File: src/rtl/rfc_pkg.sv
// Shared constants, node word layout and arithmetic unit request type
// for the range flip / count segment tree. No dependencies.
package rfc_pkg;

  localparam int LEAVES = 1024;                  // power of two
  localparam int LOG    = $clog2(LEAVES);        // tree height
  localparam int AW     = LOG + 1;               // node address bits (heap, root at 1)
  localparam int DEPTH  = 1 << AW;
  localparam int PTR_W  = AW + 1;                // boundary pointers reach 2*LEAVES
  localparam int CNT_W  = LOG + 1;               // count of a full span
  localparam int WORD_W = CNT_W + 1;
  localparam int LVL_W  = $clog2(LOG + 2);
  localparam int POS_W  = 10;                    // range field width
  localparam int OUT_W  = 11;                    // ones_count width

  typedef enum logic {
    ACT_FLIP,   // invert bits in range
    ACT_COUNT   // count set bits in range
  } action_t;

  typedef struct packed {
    logic             lazy;   // children still owe a flip
    logic [CNT_W-1:0] cnt;    // ones in span, own flips applied
  } node_t;

  typedef enum logic {
    ALU_FLIP,   // b - a : span length minus count
    ALU_ADD     // a + b
  } alu_op_t;

  typedef struct packed {
    alu_op_t          op;
    logic [CNT_W-1:0] a;
    logic [CNT_W-1:0] b;
  } alu_req_t;

endpackage

File: src/rtl/rfc_alu.sv
// Shared node arithmetic: span flip (length minus count) and count add.
// Depends on rfc_pkg.
module rfc_alu (
  input  rfc_pkg::alu_req_t             req,
  output logic [rfc_pkg::CNT_W-1:0]     res
);

  always_comb begin
    unique case (req.op)
      rfc_pkg::ALU_FLIP: res = req.b - req.a;
      rfc_pkg::ALU_ADD:  res = req.a + req.b;
      default:           res = '0;
    endcase
  end

endmodule

File: config.mk
export PLATFORM = sky130hd
export DESIGN_NAME = rfc_alu
export DESIGN_NICKNAME = d
export VERILOG_FILES = /design/src/rtl/rfc_pkg.sv /design/src/rtl/rfc_alu.sv
export SDC_FILE = /design/constraint.sdc
export NUM_CORES = 1
export LEC_CHECK = 0
export BUFFER_PORTS_ARGS = -buffer_cell sky130_fd_sc_hd__buf_2
export CAP_MARGIN = 5
export CORE_UTILIZATION = 45
export DETAILED_ROUTE_END_ITERATION = 6
export GPL_TIMING_DRIVEN = 0
export PLACE_DENSITY = 0.85
export RECOVER_POWER = 25
export SETUP_SLACK_MARGIN = 0.05
export SLEW_MARGIN = 20
export SYNTH_ARGS = -nofsm -noshare
export SYNTH_HDL_FRONTEND = slang
export SYNTH_SLANG_ARGS = --single-unit
File: constraint.sdc
create_clock -name vclk -period 2.8
set_clock_uncertainty 0.05 [all_clocks]
set_input_delay 0 -clock vclk [all_inputs]
set_output_delay 0 -clock vclk [all_outputs]
set_load 0.01 [all_outputs]
---- Word-level counts from Yosys, hierarchy flattened ----
Cells that the tools add are included.
storage, ports and cells
  bits in registers ....................... 0
  bits of input ports ..................... 23
  output and inout bits ................... 11
  logic and storage cells ................. 4
cells by class
  add/sub/neg operators ................... 2
  mux-type cells .......................... 1
  bitwise logic cells ..................... 1
operator list
  kind                                 number
  one-hot mux 11 bit (2 select lines)  1
  adder 11 bit                         1
  subtractor 11 bit                    1
  NOT 1 bit                            1

---- Depth between registers and ports, before layout ----
Gate-level depths: netlist of run 1.
  word-level depth ........................ 2
  gate-level depth with buffers ........... 11
  mapped depth without buffers ............ 11

---- Worst setup path after synthesis of run 1 ----
OpenSTA, ideal clock, no wires.
  path kind ............................... input-to-output
  start ................................... in req[11] (netlist name)
  end ..................................... out res[10] (netlist name)
  arrival ................................. 2.171 ns
  required time ........................... 2.750 ns
  setup slack ............................. 0.579 ns
  stages on the path ...................... 11
  buffers on the path ..................... 0
  cells stage by stage .................... inv_1 -> ha_1 -> or3b_1 -> nor3_1 -> nor2_1 -> xor2_1 -> ha_1 -> and3_1 -> a2111oi_0 -> a21oi_1 -> xnor2_1
on the way
  cells in the longest elaborated chain, start to end .. 2
  elaborated cells between the ends (all ways) .. 3
  those cells by class .................... add/sub: 2; mux: 1
ends and longest elaborated chain
  element                                                   RTL line                      text
  start: declaration                                        rfc_alu.sv:4                  input rfc_pkg::alu_req_t req,
  adder 11 bit / subtractor 11 bit (equally long branches)  rfc_alu.sv:11, rfc_alu.sv:10
  one-hot mux 11 bit (2 select lines) *                     rfc_alu.sv:9                  unique case (req.op)
  end: declaration                                          rfc_alu.sv:5                  output logic [rfc_pkg::CNT_W-1:0] res
Mark *: on every way between the ends. The rest lies on a longest branch, timed or not.

---- Final worst setup path of run 1 ----
Ends and elaborated chain as after synthesis.

==> qor.yml, run 1 <==
place_ws_ns: 0.2642
finalSetupViolCount: 0
hold_class: "input pin to output port"
p_per_area_mw_per_mm2: 308.3
ant_nets: 0
critPathCaptureType: "output port"
grt_max_degree: 11
power.internal_mw: 0.1315
synth_cell_type_count: 30
fin_crit_ns: 2.553
irDropWorstVdd_uv: 126.7
crit_type: "input pin to output port"
avgSynthCellArea_um2: 7.456
holdBufCountCts: 0
gp_congestion: 0.8855
start_kind: "input pin"
setup_tns_ns: 0
antenna_found_initial: 0
cp_slowest_cell: "or3b_1"
tightest_slew_ns: 0.3355
syn_nets: 135
rsz0062_at_grt: "no"
switchingPower_mw: 0.1505
syn_area_um2: 730.7
hold_end: "res[0]"
use_met2: 0.3231
hold_viol_final: 0
crit_fanout: 5
grt_pass1_vias: 695
vias: 801
comb_power_share: 1.000
grt_util_met3: 0.004310
power.share.clock: 0
cts_resized: 0
dieArea_mm2: 0.001789
use_met1: 0.2318
seqPwrFrac: 0
min-delay-start: "req[0]"
drive_above_1_share: 0.2901
cpPeakStageDelay_ns: 0.38
fp.dieW_um: 42.30
fmax_mhz: 391.7
min_delay_path_depth: 3
drv_slew: 0
final.setup.worst_slack_ns: 0.2468
switching_share: 0.5336
yosysSeqAreaShare: 0
grtUsageTotal: 0.1742
num_rows: 14
seq_area_um2: 0
seq_cells: 0
core_mm2: 0.001506
wl_per_cell_um: 10.67
power.leakage_nw: 0.4564
yosysWarnings: 0
path_cells: "buf_2 -> inv_1 -> ha_1 -> or3b_1 -> nor3_1 -> nor2_1 -> xor2_1 -> ha_1 -> and3_1 -> a2111oi_0 -> a21oi_1 -> xnor2_1 -> buf_2"
fillerInstances: 138
cp_data_required_time_ns: 2.75
outcome: "complete, no violations"
grt_pass1_wl_um: 2622
dp_hpwl_um: 1410
die_h_um: 42.30
firstDrtPassIters: 4
nets: 170
viasPerCell: 5.449
drc: 0
critPathLaunch: "req[11]"
clock_buffers: 0
worstPathArrival_ns: 2.50
io_pins: 34
grt.busiest_layer: "met2"
syn_inst: 98
timing.max_cap.violations: 0
antenna_cells: 0
cts_setup_buffers: 0
start_util: 0.4850
routed_wl_um: 1569
io_buffers: 33
relSlewSlack: 0.7705
final.period_utilization: 0.9119
areaGrowthSynthToFinish_pct: 25.17
drt_iter0_drc: 6
overflow: 0
## kinds of logic (layout without fill, tap and decap cells)
| family | after synthesis | count (layout) | share of synthesized area |
|---|---|---|---|
| mux | 1 | 1 | 0.01541 |
| buf+inv | 4 | 37 | 0.02054 |
| xor+xnor | 17 | 17 | 0.2140 |
| compound gates | 26 | 26 | 0.2431 |
| simple gates | 36 | 36 | 0.2568 |
| fa+ha+maj | 14 | 14 | 0.2500 |
## area by class of cell
type	count	area, µm²	share of cell area
repair buffers	33	163.9	0.1792
well taps	16	20.02	0.02189
multi-input cells	94	715.7	0.7825
plain buffers	1	3.754	0.004104
inverters	3	11.26	0.01231
## synthesized netlist by cell type, drive strengths merged (2+ instances only)
| cell type | number | area share |
|---|---|---|
| nor3 | 7 | 0.048 |
| xnor2 | 5 | 0.070 |
| inv | 3 | 0.015 |
| a211oi | 3 | 0.038 |
| a21oi | 11 | 0.075 |
| and4 | 2 | 0.024 |
| a2111oi | 2 | 0.033 |
| o21ai | 4 | 0.027 |
| a21o | 3 | 0.033 |
| nor3b | 2 | 0.021 |
| nor2 | 17 | 0.087 |
| xor2 | 12 | 0.14 |
| nor2b | 3 | 0.026 |
| ha | 13 | 0.22 |
## worst max-delay path: cells and delay by family
| kind | cells | cell delay, ns |
|---|---|---|
| and+or+nand+nor | 4 | 0.86 |
| AOI/OAI and AO/OA | 2 | 0.52 |
| adders and majority gates | 2 | 0.51 |
| buffers and inverters | 3 | 0.31 |
| xor gates and xnor gates | 2 | 0.29 |
## cell usage in the layout, fill, tap and decap left out, drive strengths merged
master   instances
or3b             1
and4             2
nor2b            3
a21o             3
o211ai           1
nor2            17
o21ai            4
or3              1
a21oi           11
or4              1
nor3b            2
nor3             7
a2111oi          2
buf             32
nand2            1
a211o            1
o21bai           1
xnor2            5
xor2            12
clkbuf           2
fa               1
a211oi           3
inv              3
ha              13
mux2             1
and3             1
## routing by layer
| metal | vias up | share of wire |
|---|---|---|
| li1 | 422 | - |
| met1 | 357 | 0.46 |
| met2 | 20 | 0.49 |
| met3 | 2 | 0.034 |
| met4 | 0 | 0.0096 |
| met5 | - | 0 |
## stage by stage
| step | power (mW) | hold WS [ns] | instance area [µm²] | std cells | utilization |
|---|---|---|---|---|---|
| after floorplan | 0.1958 | 0.09008 | 730.7 | 98 | - |
| after global placement | 0.2740 | 0.2538 | 915.9 | 147 | 0.6080 |
| after detailed placement | 0.2839 | 0.2606 | 915.9 | 147 | 0.6080 |
| after CTS | 0.2848 | 0.2604 | 915.9 | 147 | 0.6080 |
| after global routing | 0.3136 | 0.3021 | 914.6 | 147 | 0.6071 |
| final | 0.2820 | 0.2842 | 914.6 | 147 | 0.6071 |
## power groups by stage
| stage | Sequential (mW) | Clock [mW] | Combinational [mW] |
|---|---|---|---|
| after global routing | 0 | 0 | 0.314 |
| after floorplan | 0 | 0 | 0.196 |
| after CTS | 0 | 0 | 0.285 |
| final | 0 | 0 | 0.282 |
| after global placement | 0 | 0 | 0.274 |
| after detailed placement | 0 | 0 | 0.284 |
## worst max path at each step
| stage | to | slack, ns | cells past startpoint |
|---|---|---|---|
| after floorplan | res[10] | 0.58 | 11 |
| after global placement | res[10] | 0.28 | 13 |
| after detailed placement | res[10] | 0.26 | 13 |
| after CTS | res[10] | 0.26 | 13 |
| after global routing | res[10] | 0.09 | 13 |
| final | res[10] | 0.25 | 13 |
Power figures use the tool's default switching activity.
==> run 2: changes to the inputs <==
Settings changed: CORE_ASPECT_RATIO from default to 0.8, GPL_TIMING_DRIVEN 0 to default.
==> qor.yml, run 2 (synthesis gave the netlist of run 1 again) <==
outcome: "complete, no violations"
dieArea_mm2: 0.001790  # about the same
io_buffers: 34  # +3.0%
grtUsageTotal: 0.2045  # +0.03032
nets: 170  # unchanged
critPathLaunch: "req[11]"
cp_data_required_time_ns: 2.75  # about the same
cts_resized: 0  # unchanged
tightest_slew_ns: 0.3516  # +0.01605 ns
rsz0062_at_grt: "no"
fillerInstances: 149  # +8.0%
timing.max_cap.violations: 0  # unchanged
fp.dieW_um: 47.05  # +11%
drc: 0  # unchanged
die_h_um: 38.04  # -10%
viasPerCell: 5.276  # -3.2%
overflow: 0  # unchanged
drv_slew: 0  # unchanged
final.period_utilization: 0.8965  # -0.01535
drt_iter0_drc: 11  # +5
power.leakage_nw: 0.4592  # +0.60%
drive_above_1_share: 0.2977  # +0.007634
grt_pass1_vias: 662  # -4.7%
worstPathArrival_ns: 2.46  # -0.04 ns
crit_type: "input pin to output port"
min-delay-start: "req[0]"
hold_class: "input pin to output port"
crit_fanout: 5  # unchanged
setup_tns_ns: 0  # unchanged
critPathCaptureType: "output port"
seq_cells: 0  # unchanged
fmax_mhz: 398.4  # +1.7%
core_mm2: 0.001456  # -3.3%
gp_congestion: 0.8933  # +0.88%
ant_nets: 0  # unchanged
grt_pass1_wl_um: 2718  # +3.7%
antenna_found_initial: 0  # unchanged
seq_area_um2: 0  # unchanged
start_kind: "input pin"
grt_max_degree: 11  # unchanged
start_util: 0.5017  # +0.01667
routed_wl_um: 1729  # +10%
holdBufCountCts: 0  # unchanged
areaGrowthSynthToFinish_pct: 26.20
clock_buffers: 0  # unchanged
dp_hpwl_um: 1540  # +9.2%
wl_per_cell_um: 11.38  # +6.6%
relSlewSlack: 0.7596  # -0.01097
num_rows: 12  # -2
multiInputGateArea_um2: 715.7  # unchanged
irDropWorstVdd_uv: 150.4  # +19%
cts_setup_buffers: 0  # unchanged
vias: 802  # +0.12%
hold_viol_final: 0  # unchanged
place_inst: 152  # +3.4%
layout_common_cells: "buf_2, nor2_1, ha_1"
firstDrtPassIters: 4  # unchanged
antenna_cells: 0  # unchanged
fin_crit_ns: 2.510  # -0.04297 ns
io_pins: 34  # unchanged
p_per_area_mw_per_mm2: 310.3  # +0.66%
layout_commonest_cell: "buf_2"
stdcell_count: 152  # +3.4%
finalSetupViolCount: 0  # unchanged
## run 2: final timing paths
kind                      end  slack, ns  cells past startpoint
worst max-delay path  res[10]       0.29                     13
worst min-delay path   res[0]       0.28                      3
## run 2: metrics by stage
| step | setup WS, ns | utilization | power, mW | hold slack [ns] | cell area (µm²) |
|---|---|---|---|---|---|
| 3_3_place_gp | 0.3176 | 0.6340 | 0.2774 | 0.2569 | 923.4 |
| 4_1_cts | 0.2834 | 0.6340 | 0.2875 | 0.2606 | 923.4 |
| 6_report | 0.2898 | 0.6332 | 0.2862 | 0.2814 | 922.1 |
| 2_1_floorplan | 0.5787 | - | 0.1958 | 0.09008 | 730.7 |
| 3_5_place_dp | 0.2844 | 0.6340 | 0.2863 | 0.2575 | 923.4 |
| 5_1_grt | 0.09594 | 0.6332 | 0.3192 | 0.2936 | 922.1 |
## run 2: worst max-delay path: stages
cell and delay, ns:
buf_2 0.12, inv_1 0.05, ha_1 0.16, or3b_1 0.37, nor3_1 0.19, nor2_1 0.07
xor2_1 0.15, ha_1 0.34, and3_1 0.20, a2111oi_0 0.39, a21oi_1 0.14, xnor2_1 0.13
buf_2 0.14
## run 2: final cells by class
| cell class | count | area share |
|---|---|---|
| Multi-Input combinational cell | 94 | 0.7761 |
| Timing Repair Buffer | 34 | 0.1832 |
| Tap cell | 21 | 0.02849 |
| Inverter | 3 | 0.01221 |
## run 2: routing by layer
metal | part of all wire | vias to the layer above | track usage
li1 | - | 426 | -
met1 | 0.48 | 361 | 0.2773
met2 | 0.50 | 15 | 0.3819
met3 | 0.017 | 0 | 0
met4 | 0 | 0 | 0
met5 | 0 | - | 0
## run 2: report_power, final
part | switching, mW | internal, mW | total, mW
logic | 0.154 | 0.132 | 0.286
clock network | 0 | 0 | 0
registers | 0 | 0 | 0
total | 0.154 | 0.132 | 0.286
