<file path="src/rtl/rfc_ram.sv">
// Generic single-write, single-read RAM with registered read data.
// No dependencies.
module rfc_ram #(
  parameter int WIDTH = 8,
  parameter int DEPTH = 16
) (
  input  logic                     clk,
  input  logic                     we,
  input  logic [$clog2(DEPTH)-1:0] waddr,
  input  logic [WIDTH-1:0]         wdata,
  input  logic [$clog2(DEPTH)-1:0] raddr,
  output logic [WIDTH-1:0]         rdata
);

  logic [WIDTH-1:0] mem [DEPTH];

  always_ff @(posedge clk) begin
    if (we) begin
      mem[waddr] <= wdata;
    end
    rdata <= mem[raddr];
  end

endmodule

</file>
<file path="config.mk">
export PLATFORM = sky130hd
export DESIGN_NAME = rfc_ram
export DESIGN_NICKNAME = d
export VERILOG_FILES = /design/src/rtl/rfc_ram.sv
export SDC_FILE = /design/constraint.sdc
export NUM_CORES = 1
export LEC_CHECK = 0
export BUFFER_PORTS_ARGS = -buffer_cell sky130_fd_sc_hd__buf_2
export CAP_MARGIN = 10
export CORE_MARGIN = 3
export CORE_UTILIZATION = 60
export DETAILED_ROUTE_END_ITERATION = 8
export HOLD_SLACK_MARGIN = 0.08
export PLACE_DENSITY = 0.78
export SLEW_MARGIN = 5
export SYNTH_ARGS = -nofsm -noshare
export SYNTH_HDL_FRONTEND = slang
export SYNTH_SLANG_ARGS = --single-unit
</file>
<file path="constraint.sdc">
create_clock -name clk -period 5.9 [get_ports clk]
set_clock_uncertainty 0.05 [all_clocks]
set_input_delay 1.18 -clock clk [delete_from_list [all_inputs] [get_ports clk]]
set_output_delay 1.18 -clock clk [all_outputs]
set_load 0.03 [all_outputs]
</file>
## Yosys cells after proc, flatten, opt, wreduce, memory -nomap -nowiden

Memory sizes are Yosys's and may differ from the RTL's. A register that Yosys moved wholly into a read port is not among the register bits.
Cells that the tools add are included.

- Multiplexer cells: 2

Operator list:

| cell | count |
|---|---|
| 2-to-1 mux 1 bit | 2 |

- Logic and storage cells: 3
- Memories: 1
- Input bits: 18
- RAM bits: 128
- Output and inout port bits: 8
- Flip-flop bits (word level): 0

Memories:

| name | words | bits a word | rd ports | clocked after memory_dff | write ports | line | source |
|---|---|---|---|---|---|---|---|
| mem | 16 | 8 | 1 | 1 | 1 | 15 | `logic [WIDTH-1:0] mem [DEPTH];` |

## Longest topological paths before layout

Gate-level depths: netlist (run 1).

- Depth in word-level cells: 2
- Mapped depth: 5

## Worst setup path before layout (run 1)

OpenSTA, ideal clock, no wires.

- Path kind: input port to flip-flop
- From: input port waddr[2]
- To: memory mem[0][0] (enable)
- Slack: 3177 ps
- Stages: 2
- Library setup time: 383 ps
- Buffers on the path: 0
- Arrival: 2290 ps
- Cell sequence: or3b_2 -> nor3_1

RTL lines:

| what | line | source |
|---|---|---|
| start, declared | 9 | `input logic [$clog2(DEPTH)-1:0] waddr,` |
| end, declared | 15 |  |

No word-level cell before the write port.

==> impl_metrics.csv, run 1 <==
group,metric,value,unit
place,place.gp.congestion,0.7638,
setup_path,arrival,3.00,ns
yosys,synth_area_per_cell,22.48,um^2
yosys,seq_area_frac_synth,77.78,%
cells_and_area,layout_commonest_cell,"edfxtp_1",
timing,hold_violations,0,
timing,period_minus_slack,2.679,ns
place,dp.cells,351,
pwr,ir_drop,0.2424,mV
route,drc,0,
setup_path,path_class,"in2reg",
grt,gr-total-overflow,0,
clock_tree,insertion_delay,0.51,ns
yosys,synth-simple-area-share,3.184,%
yosys,synthXorXnorAreaFrac,0,%
timing,finalMaxSlewViolations,0,
yosys,synth_cell_types,19,
clock_tree,cts-buffers-inserted,17,
setup_path,worstSetupStartpointType,"primary input",
setup_path,critPathMaxFanout,32,
pwr,seqPwrFrac,50.9,%
timing,fmax,373.3,MHz
setup_path,r2r_start,"mem[8][7]",
cells_and_area,syn2layout_area_growth,14.32,%
route,wl_per_cell,24.71,um
place,dp_hpwl,5837,um
yosys,syn_nets,247,
route,firstDrtPassIters,4,
timing,worstMarginPinSlew,1.009,ns
yosys,synth_cells,229,
floorplan,ioPinCount,26,
yosys,syn-cell-area,5147,um^2
setup_path,startpoint,"raddr[0]",
timing,min_period_over_period,45.41,%
floorplan,dieHeight,98.63,um
cells_and_area,drive_gt1_share,27.44,%
hold_path,worstHoldStart,"mem[12][1]",
timing,relSlewSlack,32.71,%
pwr,p_clk_share,44.1,%
clock_tree,clock_sinks,136,
clock_tree,clkTransAtPathRegs,0.06,ns
cells_and_area,final_net_count,283,
yosys,synthAdderAreaFrac,0,%
yosys,ys_warn_count,0,
setup_path,worstPathRequired,6.23,ns
pwr,power_per_cell_area,363.1,nW/um^2
timing,setup_viol,0,
route,drt-initial-drc-count,181,
pwr,p_sw,0.0004305,W
floorplan,die-area,9727,um^2
grt,grt_pass1_vias,2466,
grt,antenna_found_initial,0,
yosys,ys_ff_latch,136,
yosys,synthMuxAreaShare,15.02,%
cells_and_area,antenna_cells,0,
route,detail_route.wirelength,9438,um
clock_tree,holdBufCountCts,0,
grt,grt_usage,21.20,%
yosys,synth_top_family_by_area,"multiplexers",
grt,grt_first_pass_wirelength,14550,um
clock_tree,cts_tree,"built",
setup_path,end_kind,"flop",
timing,rsz0062_at_grt,"no",
route,postRouteAntennaNets,0,
floorplan,rows,33,
yosys,synth-compound-area-share,2.333,%
cells_and_area,fillers,466,
clock_tree,clock_tree.root_cell,"clkbuf_8",
cells_and_area,finalNonFillerCells,382,
run,drv_cap,0,
clock_tree,postCtsSetupBuffers,0,
floorplan,start_util,62.33,%
floorplan,coreArea,8258,um^2
place,portBuffers,25,
pwr,p_leak,1.963,nW
clock_tree,clockBufferDepth,2,
clock_tree,cts_resized,0,
route,viasPerCell,6.327,
floorplan,fp.dieW,98.63,um
pwr,p_int,0.001706,W
cells_and_area,final_util,71.26,%
timing,timing.hold.ws,0.6324,ns
pwr,switching_share,20.15,%
route,num_vias,2417,
hold_path,hold_path.class,"reg2reg",
pwr,combPwrFrac,4.9,%
clock_tree,htreeDepth,4,
grt,grt_max_degree,33,
timing,setup_tns,0,ns
status,outcome,"finished, final reports clean",
cells_and_area,final_cell_mix,"128 x edfxtp_1, 25 x buf_2, 18 x mux4_2, 16 x a22oi_1, 16 x clkbuf_16",
[flip-flops by register name (all words and copies together), names as in the netlist]
signal / flops
mem: 128
rdata: 8
[cells by family after synthesis]
family	count (synthesis)
muxes	32
DFF	136
and+or+nand+nor	35
buffers and inverters	10
AOI/OAI and AO/OA	16
[Yosys cell counts]
library cell / instances / area [um^2]
mux4_1: 14 / 367.9
nor2_1: 13 / 48.80
clkdlybuf4s25_2: 3 / 30.03
nor2b_1: 1 / 6.260
a22oi_1: 16 / 120.1
edfxtp_1: 128 / 3844
buf_4: 1 / 7.510
nand3_1: 1 / 5.000
and2b_1: 1 / 7.510
nor3_1: 4 / 20.02
buf_6: 3 / 33.78
and2_1: 1 / 6.260
nand2b_1: 2 / 12.51
dfxtp_1: 8 / 160.2
or3b_2: 1 / 8.760
mux4_2: 18 / 405.4
nand2_1: 9 / 33.78
buf_2: 3 / 15.01
nand3b_1: 2 / 15.01
[per-layer routing]
metal  part of all wire [%]  routed length (um)  vias up  GRT usage [%]
li1                       -                   -     1046              -
met1                     39                3663     1229          30.28
met2                     50                4727      130          31.36
met3                    9.7                 919       12          6.794
met5                      0                   0        -              0
met4                    1.4                 128        0          7.878
[through the flow]
stage | total power, W | cell area (um^2) | setup WS, ns
final | 0.002137 | 5884 | 3.221
after global routing | 0.002204 | 5884 | 3.084
after detailed placement | 0.001214 | 5338 | 2.618
after global placement | 0.001209 | 5338 | 2.652
after floorplan | 0.001173 | 5147 | 3.177
after CTS | 0.002146 | 5879 | 3.153
[critical path, cell delays in order]
cell and delay, ns:
buf_2 0.75, mux4_1 0.65, a22oi_1 0.30, nand2_1 0.10
[layout make-up]
cell class / count / area [um^2] / area share [%]
Timing Repair Buffer: 27 / 140.1 / 2.381
Tap cell: 105 / 131.4 / 2.233
Multi-Input combinational cell: 83 / 1067 / 18.14
Clock buffer: 23 / 466.7 / 7.931
Sequential cell: 136 / 4004 / 68.04
Clock inverter: 8 / 75.07 / 1.276
[power groups by stage]
stage / combinational (W) / sequential (W) / clock [W]
floorplan: 0.0000548 / 0.00112 / 0
finish: 0.000105 / 0.00109 / 0.000943
global placement: 0.000102 / 0.00111 / 0
detailed placement: 0.000106 / 0.00111 / 0
CTS: 0.000106 / 0.00109 / 0.000951
global route: 0.000113 / 0.00109 / 0.00100
[final timing paths]
check,endpoint,slack (ns),depth (start not counted)
setup / recovery,rdata[5],3.22,4
hold / removal,rdata[1],0.63,3
setup reg to reg,rdata[7],4.45,3
hold reg to reg,rdata[1],0.63,3
Note: power is estimated with default switching activity, not from simulation.
==> run 2: changes to the inputs <==
- ABC_AREA: not set -> 1
- CORE_UTILIZATION: 60 -> 55
- PLACE_DENSITY: 0.78 -> 0.75
- clock period: 5.9 -> 2.4 ns (I/O delays scaled with it)
==> run 2 against run 1 <==
  * Non-clock buffer count is 5 higher
  * Hold slack worse by 0.34 ns
  * Critical path type is now reg2out
  * Critical path depth shrank 3
  * Clock power rose to 2.8 times the previous value
  * Global-route usage up 1.8 points
  * Register-to-register slack got worse by 3.2 ns
  * Die area is 21% higher
  * Power rose to 2.6 times the previous value
  * Largest cell class unchanged
  * Combinational power rose to 3.3 times the previous value
==> impl_metrics.csv, run 2 <==
group,metric,value,unit
pwr,power,0.005625,W
place,portBuffers,25,
setup_path,arrival,1.01,ns
cells_and_area,regMostFlops,"mem",
pwr,ir_drop,0.6259,mV
yosys,ys_top_cells_by_count,"173 x nand2_1, 128 x edfxtp_1, 100 x inv_1, 97 x nand3_1, 17 x nor2_1",
grt,grt_max_degree,65,
cells_and_area,drive_gt1_share,10.49,%
setup_path,cp_slowest_cell,"dfxtp_1",
route,drc,0,
cells_and_area,layout_commonest_cell,"nand2_1",
cells_and_area,top_regs,"mem (128), rdata (8)",
route,num_vias,3882,
clock_tree,clock_tree.root_cell,"clkbuf_8",
timing,setup_tns,0,ns
place,place.gp.congestion,0.8623,
route,routed.top_layer,"met4",
grt,grt_first_pass_wirelength,19540,um
timing,setup_viol,0,
timing,min_period_over_period,64.36,%
clock_tree,clockBufferDepth,2,
yosys,synth_area_per_cell,10.47,um^2
grt,gr-total-overflow,0,
setup_path,cp_top_family,"flip-flops",
setup_path,reg2reg_slack,1.27,ns
route,wl_met1,4911,um
yosys,synth_cells,551,
floorplan,dieHeight,108.4,um
floorplan,coreArea,10000,um^2
timing,hold_violations,0,
yosys,ys_ff_latch,136,
setup_path,worstPathRequired,1.87,ns
grt,grt_pass1_vias,3732,
timing,worstMarginPinSlew,0.7083,ns
hold_path,hold_path.class,"in2reg",
floorplan,start_util,57.67,%
route,wl_met3,1089,um
pwr,p_leak,2.840,nW
setup_path,worstSetupStartpointType,"flop",
clock_tree,cts-buffers-inserted,17,
floorplan,ioPinCount,26,
yosys,syn-cell-area,5767,um^2
clock_tree,clock_sinks,136,
floorplan,fp.dieW,108.4,um
timing,rsz0062_at_grt,"no",
cells_and_area,syn2layout_area_growth,13.89,%
yosys,yosys.area.top_type,"edfxtp_1",
cells_and_area,stdcell_area,6568,um^2
run,drv_cap,0,
yosys,synthMostInstantiatedCell,"nand2_1",
yosys,synth_edf_count,128,
route,viasPerCell,5.362,
yosys,seq_area_frac_synth,69.43,%
setup_path,critPathMaxStageDelay,0.31,ns
cells_and_area,final_cell_mix,"173 x nand2_1, 128 x edfxtp_1, 100 x inv_1, 97 x nand3_1, 25 x buf_2",
setup_path,end_kind,"output port",
route,postRouteAntennaNets,0,
setup_path,critPathMaxFanout,1,
clock_tree,htreeDepth,4,
yosys,synth_top_area_share,66.65,%
route,wl_per_cell,17.13,um
clock_tree,cts_tree,"built",
timing,period_minus_slack,1.545,ns
yosys,synth_flop_cell,"edfxtp_1",
route,drt-initial-drc-count,352,
yosys,synth_cell_types,12,
timing,finalMaxSlewViolations,0,
setup_path,cp_cell_sequence,"buf_2",
status,outcome,"finished, final reports clean",
grt,antenna_found_initial,0,
clock_tree,holdBufCountCts,0,
timing,fmax,647.4,MHz
yosys,syn_nets,569,
cells_and_area,antenna_cells,0,
cells_and_area,final_net_count,596,
clock_tree,postCtsSetupBuffers,0,
grt,grt_usage,23.00,%
pwr,power_per_cell_area,856.5,nW/um^2
cells_and_area,largest_reg_flops,128,
setup_path,path_class,"reg2out",
place,placed_area,5969,um^2
route,wl_met2,6060,um
cells_and_area,final_util,65.68,%
clock_tree,clkTransAtPathRegs,0.06,ns
place,dp_hpwl,7341,um
clock_tree,insertion_delay,0.52,ns
setup_path,cp.buffers_inverters,1,
timing,relSlewSlack,52.61,%
route,firstDrtPassIters,6,
clock_tree,cts_resized,0,
yosys,synth_area_leaders,"edfxtp_1 67%, nand2_1 11%, nand3_1 8.4%, inv_1 6.5%, dfxtp_1 2.8%",
yosys,async_flop_share,0,%
yosys,ys_warn_count,0,
timing,fin_ws,0.8553,ns
route,detail_route.wirelength,12410,um
floorplan,rows,36,
floorplan,die-area,11750,um^2
place,dp_slack,0.5627,ns
## run 2: cell families (layout without fill, tap and decap cells)
| logic type | Yosys count | in the layout | share of synthesized area, % |
|---|---|---|---|
| DFF | 136 | 136 | 69.43 |
| buffers and inverters | 126 | 166 | 9.525 |
| and+or+nand+nor | 289 | 289 | 21.05 |
## run 2: layout make-up
| cell class | count | area, um^2 |
|---|---|---|
| clock buffer | 18 | 417.9 |
| sequential | 136 | 4004 |
| timing repair buffer | 32 | 202.7 |
| fill | 750 | 3432 |
| inverter | 102 | 382.9 |
| multi-input combinational | 289 | 1214 |
| clock inverter | 14 | 180.2 |
| tap | 133 | 166.4 |
## run 2: worst paths after layout
| kind | start | to | cells after the start |
|---|---|---|---|
| max reg2reg | mem[1][5] | rdata[5] | 6 |
| min | raddr[3] | rdata[3] | 3 |
| max | rdata[1] | rdata[1] | 1 |
| min reg2reg | mem[12][2] | rdata[2] | 6 |
## run 2: report_power, final
group          leakage [nW]  total (W)  switching, W  internal (W)
sequential             1.22    0.00267     0.0000135       0.00266
clock                 0.280    0.00261      0.000938       0.00167
combinational          1.34   0.000345      0.000254     0.0000907
total                  2.84    0.00563       0.00121       0.00442
## run 2: stage by stage
step | hold WS [ns] | std cells
floorplan | 0.5289 | 551
global placement | 0.5927 | 692
detailed placement | 0.6153 | 692
CTS | 0.2684 | 724
global route | 0.3043 | 724
finish | 0.2969 | 724
## run 2: worst register-to-register path, cell delays in order, from the launching register on
cell and delay [ns]:
edfxtp_1 0.36, inv_1 0.07, nand2_1 0.06, nand3_1 0.11, nand3_1 0.16, nand3_1 0.15, nand2_1 0.06
## run 2: per-layer routing
metal  vias up  global-route usage (%)
met1      1833                   30.31
met4         0                   10.46
met5         -                       0
met3        29                   4.836
met2       193                   37.03
li1       1827                       -
==> run 3: changes to the inputs <==
- ABC_AREA: 1 -> 0
- CORE_UTILIZATION: 55 -> 54
- PLACE_DENSITY: 0.75 -> 0.74
- clock period: 2.4 -> 1.3 ns (I/O delays scaled with it)
==> run 3 against run 2 <==
  * The run now ends with negative setup slack left
  * First-iteration DRC count fell by 44%
  * Largest power group unchanged
  * Setup slack worse by 0.90 ns
  * Register-to-register slack got worse by 1.3 ns
  * Clock-buffer cell count stayed put
  * Critical endpoint is now rdata[1]
  * Routed wire length decreased by 19%
==> impl_metrics.csv, run 3 (synthesis gave the netlist of run 1 again) <==
group,metric,value,unit
status,outcome,"complete, but fails checks",
status,violations,"negative setup slack",
timing,worstMarginPinSlew,0.8691,ns
route,num_vias,2500,
setup_path,r2r_start,"mem[7][1]",
timing,min_period_over_period,103.6,%
timing,setup_viol,4,
hold_path,hold_path.class,"in2reg",
cells_and_area,regMostFlops,"mem",
setup_path,cp_slowest_cell,"mux4_2",
cells_and_area,layout_commonest_cell,"edfxtp_1",
pwr,p_leak,2.206,nW
setup_path,critPathMaxFanout,1,
setup_path,cp_cell_sequence,"mux4_2, a22oi_2, nand2_1",
route,postRouteAntennaNets,0,
pwr,power_per_cell_area,1604,nW/um^2
grt,gr-total-overflow,0,
floorplan,dieHeight,103.6,um
place,dp_hpwl,6741,um
floorplan,start_util,57.35,%
floorplan,die-area,10740,um^2
setup_path,startpoint,"mem[7][1]",
grt,antenna_found_initial,0,
cells_and_area,fillers,527,
pwr,p_sw,0.002086,W
setup_path,path_class,"reg2reg",
setup_path,cp_top_family,"multiplexers",
route,wl_per_cell,22.63,um
floorplan,fp.dieW,103.6,um
floorplan,coreArea,8976,um^2
setup_path,end_kind,"flop",
cells_and_area,antenna_cells,0,
clock_tree,cts_tree,"built",
cells_and_area,multi_input_area,1111,um^2
route,viasPerCell,5.605,
pwr,switching_share,20.05,%
cells_and_area,final_cell_mix,"128 x edfxtp_1, 32 x mux4_2, 32 x buf_4, 17 x buf_2, 16 x clkbuf_16",
setup_path,worstSetupStartpointType,"flop",
pwr,seqPwrFrac,47.6,%
pwr,p_int,0.008317,W
cells_and_area,final_net_count,325,
setup_path,arrival,1.68,ns
timing,finalMaxSlewViolations,0,
setup_path,worstPathRequired,1.63,ns
pwr,p_clk_share,46.0,%
setup_path,cp.buffers_inverters,0,
timing,fin_ws,-0.04635,ns
clock_tree,clockBufferDepth,2,
cells_and_area,largest_reg_flops,128,
route,drc,0,
cells_and_area,drive_gt1_share,47.19,%
cells_and_area,final_util,72.26,%
grt,grt_first_pass_wirelength,16080,um
route,detail_route.wirelength,10100,um
route,firstDrtPassIters,4,
grt,grt_pass1_vias,2739,
cells_and_area,stdcell_area,6486,um^2
cells_and_area,top_regs,"mem (128), rdata (8)",
run,drv_cap,0,
timing,hold_violations,0,
clock_tree,htreeDepth,4,
floorplan,ioPinCount,26,
clock_tree,insertion_delay,0.51,ns
floorplan,rows,34,
pwr,combPwrFrac,6.4,%
timing,period_minus_slack,1.346,ns
grt,grt_usage,20.55,%
setup_path,critPathMaxStageDelay,0.51,ns
place,placed_area,5727,um^2
clock_tree,clock_sinks,136,
clock_tree,clock_tree.root_cell,"clkbuf_8",
hold_path,worstHoldStart,"wdata[6]",
timing,relSlewSlack,41.94,%
grt,grt_max_degree,17,
place,portBuffers,25,
timing,fmax,742.8,MHz
cells_and_area,seqCellArea,4014,um^2
clock_tree,clkTransAtPathRegs,0.06,ns
timing,rsz0062_at_grt,"yes",
clock_tree,cts-buffers-inserted,17,
place,dp_slack,-0.4543,ns
cells_and_area,syn2layout_area_growth,26.01,%
place,place.gp.congestion,0.7482,
pwr,ir_drop,1.149,mV
route,drt-initial-drc-count,197,
[run 3: cell types whose count changed in the layout (fill, tap and decap cells not counted), moves of 7 or more]
| cell | previous run | this run |
|---|---|---|
| nor2_1 | 17 | 10 |
| buf_4 | 5 | 32 |
| buf_2 | 25 | 17 |
| a22oi_2 | 0 | 11 |
| inv_1 | 100 | 0 |
| buf_6 | 0 | 8 |
| mux4_2 | 0 | 32 |
| dfxtp_1 | 8 | 0 |
| nand2_1 | 173 | 9 |
| nand3_1 | 97 | 1 |
| dfxtp_2 | 0 | 8 |
[run 3: metrics by stage]
step | cells | power [W] | setup TNS, ns | hold WS (ns)
after global routing | 446 | 0.01070 | -0.3691 | 0.09493
after detailed placement | 409 | 0.005623 | -23.07 | 0.6067
after global placement | 409 | 0.005599 | -19.05 | 0.5900
final | 446 | 0.01040 | -0.08032 | 0.1041
after floorplan | 229 | 0.005353 | -1.701 | 0.3089
after CTS | 446 | 0.01045 | -0.1044 | 0.08173
[run 3: path summary, 6_finish.rpt]
kind                             endpoint  slack (ns)  cells after the start
worst min-delay path            mem[6][6]        0.10                      1
worst max-delay path             rdata[1]       -0.05                      3
worst min register to register   rdata[5]        0.64                      3
worst max register to register   rdata[1]       -0.05                      3
[run 3: worst reg2reg max path, cell delays in order, from the launching register on]
cell and delay, ns:
edfxtp_1 0.41, mux4_2 0.51, a22oi_2 0.17, nand2_1 0.09
[run 3: power groups by stage]
| stage | Clock (W) | Sequential [W] | Combinational [W] |
|---|---|---|---|
| final | 0.00479 | 0.00495 | 0.000665 |
| after global placement | 0 | 0.00502 | 0.000576 |
| after floorplan | 0 | 0.00507 | 0.000279 |
| after CTS | 0.00483 | 0.00495 | 0.000666 |
| after detailed placement | 0 | 0.00503 | 0.000594 |
| after global routing | 0.00503 | 0.00496 | 0.000710 |
[run 3: metal layers]
layer / vias up / GRT usage, % / part of all wire [%]
li1: 1122 / - / -
met1: 1270 / 27.28 / 39
met2: 99 / 34.44 / 53
met3: 9 / 4.478 / 7.1
met4: 0 / 6.553 / 0.94
met5: - / 0 / 0
[run 3: layout make-up]
| type | count | area share (%) |
|---|---|---|
| well taps | 126 | 2.431 |
| clock inverters | 14 | 2.778 |
| clock buffers | 18 | 6.443 |
| multi-input cells | 83 | 17.13 |
| repair buffers | 69 | 9.336 |
| flip-flops and latches | 136 | 61.88 |
[run 3: repair_timing]
action / in CTS / in global routing
gates resized for setup: 31 / 5
pin swaps: 2 / 2
setup endpoints to repair: 15 / 14
hold buffers: 5 / 0
setup buffers: 0 / 0
endpoints found under the hold margin: 68 / 0
